$ cat src/rtl/mss_pkg.sv
package mss_pkg;

  localparam int CHANNELS      = 12;
  localparam int CLOCKS_PER_US = 16;
  localparam int POS_W         = 16;
  localparam int CH_W          = 4;
  localparam int SLOT_W        = $clog2(CHANNELS + 2);
  localparam int US_W          = 15;
  localparam int TIMER_W       = 16;
  localparam int CFG_W         = 15;
  localparam int CHAN_CFG_W    = 4;
  localparam int PRESCALE_SHIFT = 3;
  localparam int TRIM_US       = 3;
  localparam int IDLE_TICKS    = 4;
  localparam int DEFAULT_MIN_US = 1000;
  localparam int DEFAULT_MAX_US = 2000;
  localparam int DEFAULT_FRAME_US = 20000;

  localparam logic [2:0] OP_TICK     = 3'd0;
  localparam logic [2:0] OP_MOVE_REL = 3'd1;
  localparam logic [2:0] OP_MOVE_ABS = 3'd2;
  localparam logic [2:0] OP_SET_POS  = 3'd3;
  localparam logic [2:0] OP_READ     = 3'd4;

  localparam logic [1:0] CFG_MIN_PULSE = 2'd0;
  localparam logic [1:0] CFG_MAX_PULSE = 2'd1;
  localparam logic [1:0] CFG_FRAME     = 2'd2;
  localparam logic [1:0] CFG_CHANNELS  = 2'd3;

  localparam logic signed [1:0] DIR_FWD  = 2'sb01;
  localparam logic signed [1:0] DIR_REV  = 2'sb11;
  localparam logic signed [1:0] DIR_STOP = 2'sb00;

  typedef enum logic [2:0] {
    K_TICK,
    K_REL,
    K_ABS,
    K_SET,
    K_READ,
    K_NOP
  } kind_t;

  typedef struct packed {
    kind_t                    kind;
    logic [CH_W-1:0]          chan;
    logic signed [POS_W-1:0]  amount;
  } cmd_t;

  typedef struct packed {
    logic [CHANNELS-1:0]      pin_levels;
    logic                     busy_res;
    logic                     done_flag;
    logic [CH_W-1:0]          done_channel;
    logic signed [POS_W-1:0]  position;
    logic signed [1:0]        direction;
    logic                     moving;
  } res_t;

  function automatic logic [TIMER_W-1:0] us_to_ticks(input logic signed [17:0] us);
    logic [24:0] prod;
    logic [24:0] t;
    if (us < 0) begin
      prod = '0;
    end else begin
      prod = 25'(us[16:0]) * 25'(CLOCKS_PER_US);
    end
    t = prod >> PRESCALE_SHIFT;
    if (t > 25'(16'hFFFF)) begin
      us_to_ticks = 16'hFFFF;
    end else begin
      us_to_ticks = t[TIMER_W-1:0];
    end
  endfunction

endpackage

$ cat src/rtl/mss_front.sv
module mss_front (
  input  logic                  clk,
  input  logic                  rst,
  input  logic                  push,
  output logic                  full,
  input  logic [2:0]            op,
  input  logic [3:0]            channel,
  input  logic signed [15:0]    amount,
  output logic                  cmd_valid,
  output mss_pkg::cmd_t         cmd,
  input  logic                  cmd_pop
);
  import mss_pkg::*;

  cmd_t       q [2];
  logic       wr_ptr;
  logic       rd_ptr;
  logic [1:0] count;
  cmd_t       cls;
  logic       ok;
  logic       do_push;

  assign ok = channel < 4'(CHANNELS);

  always_comb begin
    cls.chan   = channel[CH_W-1:0];
    cls.amount = amount;
    case (op)
      OP_TICK:     cls.kind = K_TICK;
      OP_MOVE_REL: cls.kind = ok ? K_REL : K_NOP;
      OP_MOVE_ABS: cls.kind = ok ? K_ABS : K_NOP;
      OP_SET_POS:  cls.kind = ok ? K_SET : K_NOP;
      OP_READ:     cls.kind = ok ? K_READ : K_NOP;
      default:     cls.kind = K_NOP;
    endcase
  end

  assign full      = count == 2'd2;
  assign cmd_valid = count != 2'd0;
  assign cmd       = q[rd_ptr];
  assign do_push   = push && !full;

  always_ff @(posedge clk) begin
    if (rst) begin
      wr_ptr <= 1'b0;
      rd_ptr <= 1'b0;
      count  <= 2'd0;
    end else begin
      if (do_push) begin
        q[wr_ptr] <= cls;
        wr_ptr    <= ~wr_ptr;
      end
      if (cmd_pop) begin
        rd_ptr <= ~rd_ptr;
      end
      count <= count + 2'(do_push) - 2'(cmd_pop);
    end
  end

endmodule

$ cat src/rtl/mss_out_queue.sv
module mss_out_queue (
  input  logic           clk,
  input  logic           rst,
  input  logic           res_push,
  input  mss_pkg::res_t  res_in,
  output logic           res_full,
  output logic           empty,
  input  logic           pop,
  output mss_pkg::res_t  res_out
);
  import mss_pkg::*;

  res_t       q [2];
  logic       wr_ptr;
  logic       rd_ptr;
  logic [1:0] count;
  logic       do_pop;

  assign res_full = count == 2'd2;
  assign empty    = count == 2'd0;
  assign res_out  = q[rd_ptr];
  assign do_pop   = pop && !empty;

  always_ff @(posedge clk) begin
    if (rst) begin
      wr_ptr <= 1'b0;
      rd_ptr <= 1'b0;
      count  <= 2'd0;
    end else begin
      if (res_push) begin
        q[wr_ptr] <= res_in;
        wr_ptr    <= ~wr_ptr;
      end
      if (do_pop) begin
        rd_ptr <= ~rd_ptr;
      end
      count <= count + 2'(res_push) - 2'(do_pop);
    end
  end

endmodule

$ cat src/rtl/mss_back.sv
module mss_back (
  input  logic                clk,
  input  logic                rst,
  input  logic                cfg_we,
  input  logic [1:0]          cfg_index,
  input  logic [14:0]         cfg_data,
  input  logic                cmd_valid,
  input  mss_pkg::cmd_t       cmd,
  output logic                cmd_pop,
  input  logic                res_full,
  output logic                res_push,
  output mss_pkg::res_t       res
);
  import mss_pkg::*;

  typedef enum logic {S_RUN, S_START} state_t;

  state_t                   state, state_next;
  logic [CFG_W-1:0]         cfg_min, cfg_max, cfg_frame;
  logic [CHAN_CFG_W-1:0]    cfg_chan;

  logic [POS_W-1:0]         positions [CHANNELS];
  logic [POS_W-1:0]         targets   [CHANNELS];
  logic signed [1:0]        dirs      [CHANNELS];
  logic [TIMER_W-1:0]       pulse     [CHANNELS];
  logic [CHANNELS-1:0]      active;

  logic [SLOT_W-1:0]        slot, slot_next;
  logic [TIMER_W-1:0]       timer, timer_next;
  logic [TIMER_W-1:0]       cmp, cmp_next;
  logic [CHANNELS-1:0]      pin, pin_next;
  logic                     busy, busy_next;
  logic                     done_f, done_f_next;
  logic [CH_W-1:0]          done_ch, done_ch_next;

  logic [SLOT_W-1:0]        n;
  logic [SLOT_W-1:0]        slot_m1;
  logic [CH_W-1:0]          rd_addr;
  logic [POS_W-1:0]         r_pos, r_tgt;
  logic signed [1:0]        r_dir;
  logic [TIMER_W-1:0]       r_pulse;
  logic                     r_act;
  logic [POS_W-1:0]         pos_new;
  logic                     hit;

  logic [CFG_W-1:0]         lo, hi;
  logic signed [17:0]       lo_s, hi_s, d, d_adj, half, mid, us_sel, us_t;
  logic signed [POS_W-1:0]  steps;
  logic [POS_W-1:0]         tgt_new;
  logic signed [1:0]        dir_new;
  logic [TIMER_W-1:0]       ticks_new;
  logic [TIMER_W-1:0]       frame_ticks;
  logic [TIMER_W:0]         t4;

  logic                     wr_end, wr_move, wr_set;

  assign n       = (cfg_chan > CHAN_CFG_W'(CHANNELS)) ? SLOT_W'(CHANNELS) : SLOT_W'(cfg_chan);
  assign slot_m1 = slot - SLOT_W'(1);

  always_comb begin
    if (state == S_START || cmd.kind == K_TICK) begin
      rd_addr = (slot == '0) ? '0 : slot_m1[CH_W-1:0];
    end else begin
      rd_addr = cmd.chan;
    end
  end

  assign r_pos   = positions[rd_addr];
  assign r_tgt   = targets[rd_addr];
  assign r_dir   = dirs[rd_addr];
  assign r_pulse = pulse[rd_addr];
  assign r_act   = active[rd_addr];
  assign pos_new = r_pos + {{(POS_W-2){r_dir[1]}}, r_dir};
  assign hit     = pos_new == r_tgt;

  // pulse width selection for moves
  assign lo     = (cfg_min <= CFG_W'(1)) ? CFG_W'(DEFAULT_MIN_US) : cfg_min;
  assign hi     = (cfg_max >= cfg_frame) ? CFG_W'(DEFAULT_MAX_US) : cfg_max;
  assign lo_s   = signed'({3'b000, lo});
  assign hi_s   = signed'({3'b000, hi});
  assign d      = hi_s - lo_s;
  assign d_adj  = d + signed'(18'(d[17]));
  assign half   = d_adj >>> 1;
  assign mid    = lo_s + half;
  assign steps  = (cmd.kind == K_REL) ? cmd.amount : signed'(cmd.amount - r_pos);
  assign tgt_new = r_pos + steps;
  assign us_sel = (steps > 0) ? hi_s : ((steps < 0) ? lo_s : mid);
  assign us_t   = us_sel - signed'(18'(TRIM_US));
  assign dir_new = (steps > 0) ? DIR_FWD : ((steps < 0) ? DIR_REV : DIR_STOP);
  assign ticks_new = us_to_ticks(us_t);

  assign frame_ticks = us_to_ticks(signed'({3'b000, cfg_frame}));
  assign t4          = {1'b0, timer} + (TIMER_W+1)'(IDLE_TICKS);

  always_comb begin
    state_next   = state;
    slot_next    = slot;
    timer_next   = timer;
    cmp_next     = cmp;
    pin_next     = pin;
    busy_next    = busy;
    done_f_next  = done_f;
    done_ch_next = done_ch;
    wr_end       = 1'b0;
    wr_move      = 1'b0;
    wr_set       = 1'b0;
    cmd_pop      = 1'b0;
    res_push     = 1'b0;
    res          = '0;
    case (state)
      S_RUN: begin
        if (cmd_valid && !res_full) begin
          cmd_pop = 1'b1;
          case (cmd.kind)
            K_TICK: begin
              if (timer == cmp) begin
                // slot end: retire the current channel, then open the next slot
                done_f_next  = 1'b0;
                done_ch_next = '0;
                if (slot == '0) begin
                  timer_next = '0;
                end else if (r_act) begin
                  pin_next[rd_addr] = 1'b0;
                  if (SLOT_W'(rd_addr) + SLOT_W'(1) >= n) begin
                    busy_next = 1'b0;
                  end
                  wr_end = 1'b1;
                  if (hit) begin
                    done_f_next  = 1'b1;
                    done_ch_next = rd_addr;
                  end
                end
                slot_next  = slot + SLOT_W'(1);
                state_next = S_START;
              end else begin
                timer_next = timer + TIMER_W'(1);
                res_push   = 1'b1;
              end
            end
            K_REL, K_ABS: begin
              wr_move  = 1'b1;
              res_push = 1'b1;
            end
            K_SET: begin
              wr_set   = 1'b1;
              res_push = 1'b1;
            end
            K_READ: begin
              res_push      = 1'b1;
              res.position  = signed'(r_pos);
              res.direction = r_dir;
              res.moving    = r_act;
            end
            default: begin
              res_push = 1'b1;
            end
          endcase
          res.pin_levels = pin_next;
          res.busy_res   = busy_next;
        end
      end
      S_START: begin
        if (slot_m1 < n) begin
          if (r_act) begin
            cmp_next          = timer + r_pulse;
            pin_next[rd_addr] = 1'b1;
            busy_next         = 1'b1;
          end else begin
            cmp_next = t4[TIMER_W-1:0];
          end
        end else begin
          cmp_next  = (t4 < {1'b0, frame_ticks}) ? frame_ticks : t4[TIMER_W-1:0];
          slot_next = '0;
        end
        timer_next       = timer + TIMER_W'(1);
        res_push         = 1'b1;
        res.pin_levels   = pin_next;
        res.busy_res     = busy_next;
        res.done_flag    = done_f;
        res.done_channel = done_ch;
        state_next       = S_RUN;
      end
      default: begin
        state_next = S_RUN;
      end
    endcase
  end

  always_ff @(posedge clk) begin
    if (rst) begin
      state     <= S_RUN;
      cfg_min   <= CFG_W'(DEFAULT_MIN_US);
      cfg_max   <= CFG_W'(DEFAULT_MAX_US);
      cfg_frame <= CFG_W'(DEFAULT_FRAME_US);
      cfg_chan  <= CHAN_CFG_W'(CHANNELS);
      for (int i = 0; i < CHANNELS; i++) begin
        positions[i] <= '0;
        targets[i]   <= '0;
        dirs[i]      <= DIR_STOP;
        pulse[i]     <= '0;
      end
      active  <= '0;
      slot    <= '0;
      timer   <= '0;
      cmp     <= '0;
      pin     <= '0;
      busy    <= 1'b0;
      done_f  <= 1'b0;
      done_ch <= '0;
    end else begin
      state   <= state_next;
      slot    <= slot_next;
      timer   <= timer_next;
      cmp     <= cmp_next;
      pin     <= pin_next;
      busy    <= busy_next;
      done_f  <= done_f_next;
      done_ch <= done_ch_next;
      if (cfg_we) begin
        case (cfg_index)
          CFG_MIN_PULSE: cfg_min   <= cfg_data;
          CFG_MAX_PULSE: cfg_max   <= cfg_data;
          CFG_FRAME:     cfg_frame <= cfg_data;
          CFG_CHANNELS:  cfg_chan  <= cfg_data[CHAN_CFG_W-1:0];
          default: ;
        endcase
      end
      if (wr_end) begin
        positions[rd_addr] <= pos_new;
        if (hit) begin
          active[rd_addr] <= 1'b0;
        end
      end
      if (wr_move) begin
        targets[rd_addr] <= tgt_new;
        dirs[rd_addr]    <= dir_new;
        pulse[rd_addr]   <= ticks_new;
        active[rd_addr]  <= steps != 0;
      end
      if (wr_set) begin
        positions[rd_addr] <= cmd.amount;
      end
    end
  end

endmodule

$ cat src/rtl/multichannel_servo_step_sequencer.sv
// Multichannel servo step sequencer.
// Input channel: drive op/channel/amount and raise push; the item is taken
// on a clock edge with push high and full low. Ops are tick, relative move,
// absolute move, set position and read.
// Result channel: one result per item, in order. While empty is low the
// oldest result sits on the result ports; pop with empty low takes it.
// Configuration: cfg_we writes cfg_data into register cfg_index (min pulse,
// max pulse, frame period, channels in use) in the same edge; write only
// while the block is idle.
// Flow: a result passes the command queue, the executor and the result
// queue. One item per cycle is sustained while the result queue is not
// full, except that a slot-ending tick holds the executor in S_RUN, then
// S_START (one state per access: channel state has a single read port).
// A two-entry queue sits on each side of the executor; when the receiver
// stops popping, the result queue fills, the executor halts, then the
// command queue fills and full rises. No item is dropped.
// Reset (rst, synchronous) restores default registers, clears all channel
// state, the frame timer, pins and both queues.
module multichannel_servo_step_sequencer (
  input  logic                clk,
  input  logic                rst,
  input  logic                push,
  output logic                full,
  input  logic [2:0]          op,
  input  logic [3:0]          channel,
  input  logic signed [15:0]  amount,
  output logic                empty,
  input  logic                pop,
  output logic [11:0]         pin_levels,
  output logic                busy_res,
  output logic                done_flag,
  output logic [3:0]          done_channel,
  output logic signed [15:0]  position,
  output logic signed [1:0]   direction,
  output logic                moving,
  input  logic                cfg_we,
  input  logic [1:0]          cfg_index,
  input  logic [14:0]         cfg_data
);
  import mss_pkg::*;

  logic  cmd_valid;
  logic  cmd_pop;
  cmd_t  cmd;
  logic  res_full;
  logic  res_push;
  res_t  res_in;
  res_t  res_out;

  mss_front u_front (
    .clk       (clk),
    .rst       (rst),
    .push      (push),
    .full      (full),
    .op        (op),
    .channel   (channel),
    .amount    (amount),
    .cmd_valid (cmd_valid),
    .cmd       (cmd),
    .cmd_pop   (cmd_pop)
  );

  mss_back u_back (
    .clk       (clk),
    .rst       (rst),
    .cfg_we    (cfg_we),
    .cfg_index (cfg_index),
    .cfg_data  (cfg_data),
    .cmd_valid (cmd_valid),
    .cmd       (cmd),
    .cmd_pop   (cmd_pop),
    .res_full  (res_full),
    .res_push  (res_push),
    .res       (res_in)
  );

  mss_out_queue u_out (
    .clk      (clk),
    .rst      (rst),
    .res_push (res_push),
    .res_in   (res_in),
    .res_full (res_full),
    .empty    (empty),
    .pop      (pop),
    .res_out  (res_out)
  );

  assign pin_levels   = res_out.pin_levels;
  assign busy_res     = res_out.busy_res;
  assign done_flag    = res_out.done_flag;
  assign done_channel = res_out.done_channel;
  assign position     = res_out.position;
  assign direction    = res_out.direction;
  assign moving       = res_out.moving;

endmodule
$ cat config.mk
export PLATFORM = sky130hd
export DESIGN_NAME = multichannel_servo_step_sequencer
export DESIGN_NICKNAME = d
export VERILOG_FILES = /design/src/rtl/mss_pkg.sv /design/src/rtl/mss_front.sv /design/src/rtl/mss_out_queue.sv /design/src/rtl/mss_back.sv /design/src/rtl/multichannel_servo_step_sequencer.sv
export SDC_FILE = /design/constraint.sdc
export NUM_CORES = 2
export LEC_CHECK = 0
export ABC_CLOCK_PERIOD_IN_PS = 16800
export CAP_MARGIN = 0
export CELL_PAD_IN_SITES_DETAIL_PLACEMENT = 0
export CELL_PAD_IN_SITES_GLOBAL_PLACEMENT = 2
export CORE_UTILIZATION = 46
export DETAILED_ROUTE_END_ITERATION = 7
export DONT_BUFFER_PORTS = 1
export GPL_TIMING_DRIVEN = 0
export PLACE_DENSITY = 0.9
export RECOVER_POWER = 100
export SLEW_MARGIN = 20
export SYNTH_ARGS = -nofsm -noshare
export SYNTH_HDL_FRONTEND = slang
export SYNTH_SLANG_ARGS = --single-unit
$ cat constraint.sdc
create_clock -name clk -period 16.8 [get_ports clk]
set_input_delay 0.84 -clock clk [delete_from_list [all_inputs] [get_ports clk]]
set_output_delay 0.84 -clock clk [all_outputs]
set_load 0.05 [all_outputs]
-- Word-level counts from Yosys, hierarchy flattened
Memory sizes are Yosys's and may differ from the RTL's. A register that Yosys moved wholly into a read port is not among the register bits.
Cells that the tools add are included.
Widths: inputs -> output; s select.
- flip-flop bits (word level): 124
- bits in writable memories: 720
- bits of input ports: 45
- word-level logic and storage cells: 238
- memories: 6
- memory list (name ; depth ; width ; rd ports ; clocked after Yosys merged registers in ; write ports ; line ; source):
    u_back.positions ; 12 ; 16 ; 1 ; 0 ; 12 ; mss_back.sv:22 ; logic [POS_W-1:0] positions [CHANNELS];
    u_back.pulse ; 12 ; 16 ; 1 ; 0 ; 12 ; mss_back.sv:25 ; logic [TIMER_W-1:0] pulse [CHANNELS];
    u_back.targets ; 12 ; 16 ; 1 ; 0 ; 12 ; mss_back.sv:23 ; logic [POS_W-1:0] targets [CHANNELS];
    u_out.q ; 2 ; 37 ; 1 ; 1 ; 1 ; mss_out_queue.sv:13 ; res_t q [2];
    u_front.q ; 2 ; 23 ; 1 ; 1 ; 1 ; mss_front.sv:15 ; cmd_t q [2];
    u_back.dirs ; 12 ; 2 ; 1 ; 0 ; 12 ; mss_back.sv:24 ; logic signed [1:0] dirs [CHANNELS];
- add/subtract/negate cells: 17
- order comparisons: 14
- equal/unequal tests: 20
- muxes and demuxes: 125
- bitwise gates (word level): 10
- reduce and logical (&&, ||, !) cells: 27
- operators with widths (operator ; count):
    $mux 16 ; 14
    $mux 12 ; 11
    $mux 1 ; 59
    $mux 19 ; 3
    $mux 4 ; 14
    $add 16x16->16 ; 3
    $reduce_or 16->1 ; 3
    $mux 18 ; 2
    $eq 16x16->1 ; 2
    $pmux 16 s2 ; 1
    $reduce_bool 32->1 ; 1
    $mux 15 ; 2
    $pmux 13 s2 ; 1
    $and 12x12->12 ; 2
    $pmux 12 s2 ; 1
    $gt 22x16->1 const B ; 1
    $mux 21 ; 1
    $add 16x17->18 ; 1
    $lt 18x1->1 const B ; 1
    $sub 18x3->18 const B ; 1
    $add 16x2->17 ; 1
    $add 16x3->17 const B ; 1
    $lt 17x16->1 ; 1
    $add 16x1->16 const B ; 1
    50 further kinds ; 85

-- Logic depth before layout (Yosys ltp)
- depth after elaboration: 17
- mapped depth: 46

-- By module
From an unflattened synthesis, not the netlist that was laid out.
- cells, all modules: 5225
- area, all modules: 52671.8 µm²
- by module, submodules not included (module ; times used ; cells each ; area an instance (µm²) ; sequential area each (µm²)):
    mss_back ; 1 ; 4986 ; 47655.7 ; 26345.3
    mss_out_queue ; 1 ; 138 ; 3071.7 ; 2322.2
    mss_front ; 1 ; 101 ; 1944.4 ; 1481.4

-- Worst setup path before layout
No wires, ideal clock.
- kind: register -> register
- start: register u_back.slot[0]
- end: memory u_back.pulse[12][11] (data pin)
- library setup time: 0.280 ns
- arrival: 9.759 ns
- path slack: 6.761 ns
- cell stages (with the launch flop): 46
- path buffers: 14
- clock period less this slack: 10.039 ns
- path through: dfxtp_1 inv_1 ha_1 nor3b_1 a311o_1 nand2_1 inv_2 clkbuf_1 clkbuf_1 clkbuf_1 buf_2 buf_1 clkbuf_1 clkbuf_1 clkbuf_1 nand2_1 nand3_1 nand3_1 (+10 left out) a21oi_1 o41ai_1 and4_1 buf_2 buf_1 clkbuf_1 a21oi_1 o21ai_0 clkbuf_1 ha_1 nor2_1 a21oi_1 nor4b_1 or4_1 o211ai_2 buf_6 buf_4 a21oi_1
- RTL lines (element ; line ; source):
    from (decl) ; mss_back.sv:28 ; logic [SLOT_W-1:0] slot, slot_next;
    from (signal assigned) ; mss_back.sv:212 ; slot <= slot_next;
    to (decl) ; mss_back.sv:25 ;

==> qor.yml <==
ys_seq_area_share_pct: 57.3
hold_end: "u_front.q[1][1]"
drt_first_pass_iters: 6
drc: 0
numCtsBuffers: 111
hold_buffers: 0
synthTopCellsByArea: "edfxtp_1 53%, nand2_1 7.1%, dfxtp_1 4.8%, nor2_1 4.7%, nand3_1 4.3%"
die-area_um2: 116000
cts_tree: "built"
synth_cell_types: 95
start_util_pct: 46.6
finalHoldViolCount: 0
synth_most_common_cell: "nand2_1"
yosys.area_share.simple_pct: 20.2
crit_fanout: 10
final_nets: 5590
postLayoutCoreUtil_pct: 51.6
synth_area_um2: 52600
finalSetupViolations: 0
r2r_start: "u_back.state"
syn_inst: 5248
synth_compound_area_share_pct: 10.1
drt_iter0_drc: 4892
grt.total_usage_pct: 32.2
post-cts-setup-buffers: 0
fmax_ghz: 0.0615
skew_ns: 0.0474
drive_above_1_share_pct: 5.35
die_x_um: 340
ys_top_cells_by_count: "989 x nand2_1, 920 x edfxtp_1, 654 x nor2_1"
relSlewSlack_pct: -108
ys.flop_type: "edfxtp_1"
timing.final.crit_share_pct: 96.8
status: "finished, violations left"
cts_buffer_depth: 3
port_buffers: 0
grt_pass1_wl_um: 270000
violations: "max-capacitance violations, max-slew violations"
synth.area.mux_share_pct: 1.85
crit_arrival_ns: 16.65
post_drt_via_cell_ratio: 5.98
synth_xor_area_share_pct: 2.71
hold_path_depth: 0
yosys_warnings: 0
grt_pass1_vias: 39200
worst-setup-path-type: "flip-flop to flip-flop"
die_h_um: 340
worst_pin_slew_ns: 3.09
synthAdderAreaFrac_pct: 3.58
totalWireLength_um: 190000
cts_sinks: 1046
slowest_stage: "clkbuf_1"
crit_path_end_kind: "flip-flop"
drtAntennaViolNets: 0
area_growth_pct: 10.8
avgSynthCellArea_um2: 10.0
syn_nets: 5440
dr_total_vias: 41800
overflow: 0
min-delay-start: "amount[1]"
clk_pin_slew_ns: 0.07
synth_top_family_by_area: "simple AND/OR/NAND/NOR gates"
drv_cap: 15
min_period_ns: 16.27
num_rows: 123
yosys.area.top_type: "edfxtp_1"
async_flop_share_pct: 0
rsz0062_at_grt: "no"
dp_hpwl_um: 138000
grt_max_degree: 35
r2r-end: "u_back.pulse[15][0]"
startpoint_type: "flip-flop"
wl_per_cell_um: 27.1
ios: 84
cts_root_buffer: "clkbuf_16"
clock_latency_ns: 0.74
cp_common_cell: "clkbuf_1"
hp-class: "primary input to flip-flop"
core_um2: 113000
synth.top_cell.area_share_pct: 52.5
r2r_setup_slack_ns: 0.53
antenna_found_initial: 3
synth_seq_cells: 1046
cpPeakStageDelay_ns: 0.81
synth-edff-count: 920
place.gp.congestion: 0.954
htreeDepth: 3
worst-r2r-cell-count: 44
cp_data_required_time_ns: 17.18
maxSlewViolCount: 297
==> layer usage <==
layer  vias to the layer above  track usage [%]  wire (um)  part of all wire [%]
met1                     20400             42.8      75200                    40
li1                      18900                -          -                     -
met5                         -                0         20                 0.011
met3                       419             5.62      17800                   9.4
met2                      2052             51.0      85800                    45
met4                         2             15.7      11000                   5.8
==> worst max-delay path by stage <==
| stage | startpoint | to | slack, ns |
|---|---|---|---|
| floorplan | u_back.slot[0] | u_back.pulse[12][11] | 6.76 |
| global placement | u_back.slot[0] | u_back.pulse[12][11] | -0.41 |
| detailed placement | u_back.slot[0] | u_back.pulse[14][11] | -0.20 |
| CTS | u_back.slot[0] | u_back.pulse[13][11] | 0.25 |
| global route | u_back.slot[0] | u_back.pulse[13][13] | 0.04 |
| finish | u_back.state | u_back.pulse[15][0] | 0.53 |
==> cells in the final DEF, fill, tap and decap left out, drive strengths merged, types with 36 or more instances in the layout <==
master,synthesis,final
clkbuf,290,500
ha,141,141
nand2,990,990
nand3,458,458
a21oi,339,339
buf,109,74
edfxtp,920,920
nor3,60,60
dfxtp,126,126
xor2,71,71
o21ai,111,111
clkinv,0,44
and3,86,86
mux2,54,54
nor2,655,655
a31oi,36,36
inv,148,154
a311oi,100,100
xnor2,92,92
==> cell families (layout without fill, tap and decap cells) <==
kind of cell | count (synthesis) | after routing
multiplexers | 89 | 89
AND/OR/NAND/NOR | 2432 | 2432
AO/OA/AOI/OAI | 824 | 824
adder cells (fa/ha/maj) | 147 | 147
other | 0 | 2
buffers and inverters | 547 | 792
flip-flops | 1046 | 1046
XOR/XNOR | 163 | 163
==> cell type report <==
type / instances / area (um^2)
inverter: 148 / 556
multi-input combinational: 3655 / 20300
antenna: 2 / 5.00
tap: 1500 / 1880
clock inverter: 70 / 751
fill: 10500 / 54700
timing repair buffer: 37 / 151
clock buffer: 138 / 2920
buffer: 399 / 1600
sequential: 1046 / 30100
==> metrics by stage <==
step / hold WS, ns / worst slack, ns / cells / cell area, um^2 / TNS, ns
2_1_floorplan: 0.436 / 6.76 / 5248 / 52600 / 0
4_1_cts: 0.183 / 0.253 / 6992 / 59100 / 0
6_report: 0.213 / 0.531 / 6995 / 58300 / 0
3_5_place_dp: 0.451 / -0.197 / 6784 / 55400 / -6.89
3_3_place_gp: 0.446 / -0.412 / 6748 / 54500 / -43.81
5_1_grt: 0.203 / 0.0387 / 6993 / 58300 / 0
==> timing repair <==
item | in CTS | in global routing
gates resized for setup | 2 | 7
hold endpoints to repair | 0 | 0
endpoints found under the setup margin | 208 | 253
pin swaps | 0 | 0
==> critical path: cells and delay by family, from the launching register on <==
kind	cells	cell delay, ns
AO/OA/AOI/OAI	10	2.96
XOR/XNOR	1	0.20
adder cells (fa/ha/maj)	3	1.04
buffers and inverters	19	7.97
flip-flops	1	0.29
multiplexers	1	0.14
AND/OR/NAND/NOR	10	3.29
==> state kept, by name, indices dropped and copies added (netlist names), 2 cells and up, named ones only <==
name,cells
u_back.cfg_min,15
u_back.cfg_max,15
u_back.cfg_chan,4
u_back.pulse,256
u_back.dirs,32
u_back.pin,12
u_back.targets,256
u_front.q,46
u_back.cmp,16
u_front.count,2
u_back.cfg_frame,15
u_out.q,74
u_back.done_ch,4
u_back.positions,256
u_back.active,12
u_back.slot,4
u_back.timer,16
u_out.count,2
Power is left out: the tool's default activity adds up to more than one toggle a clock period on the data nets, which glitch-free logic cannot reach.
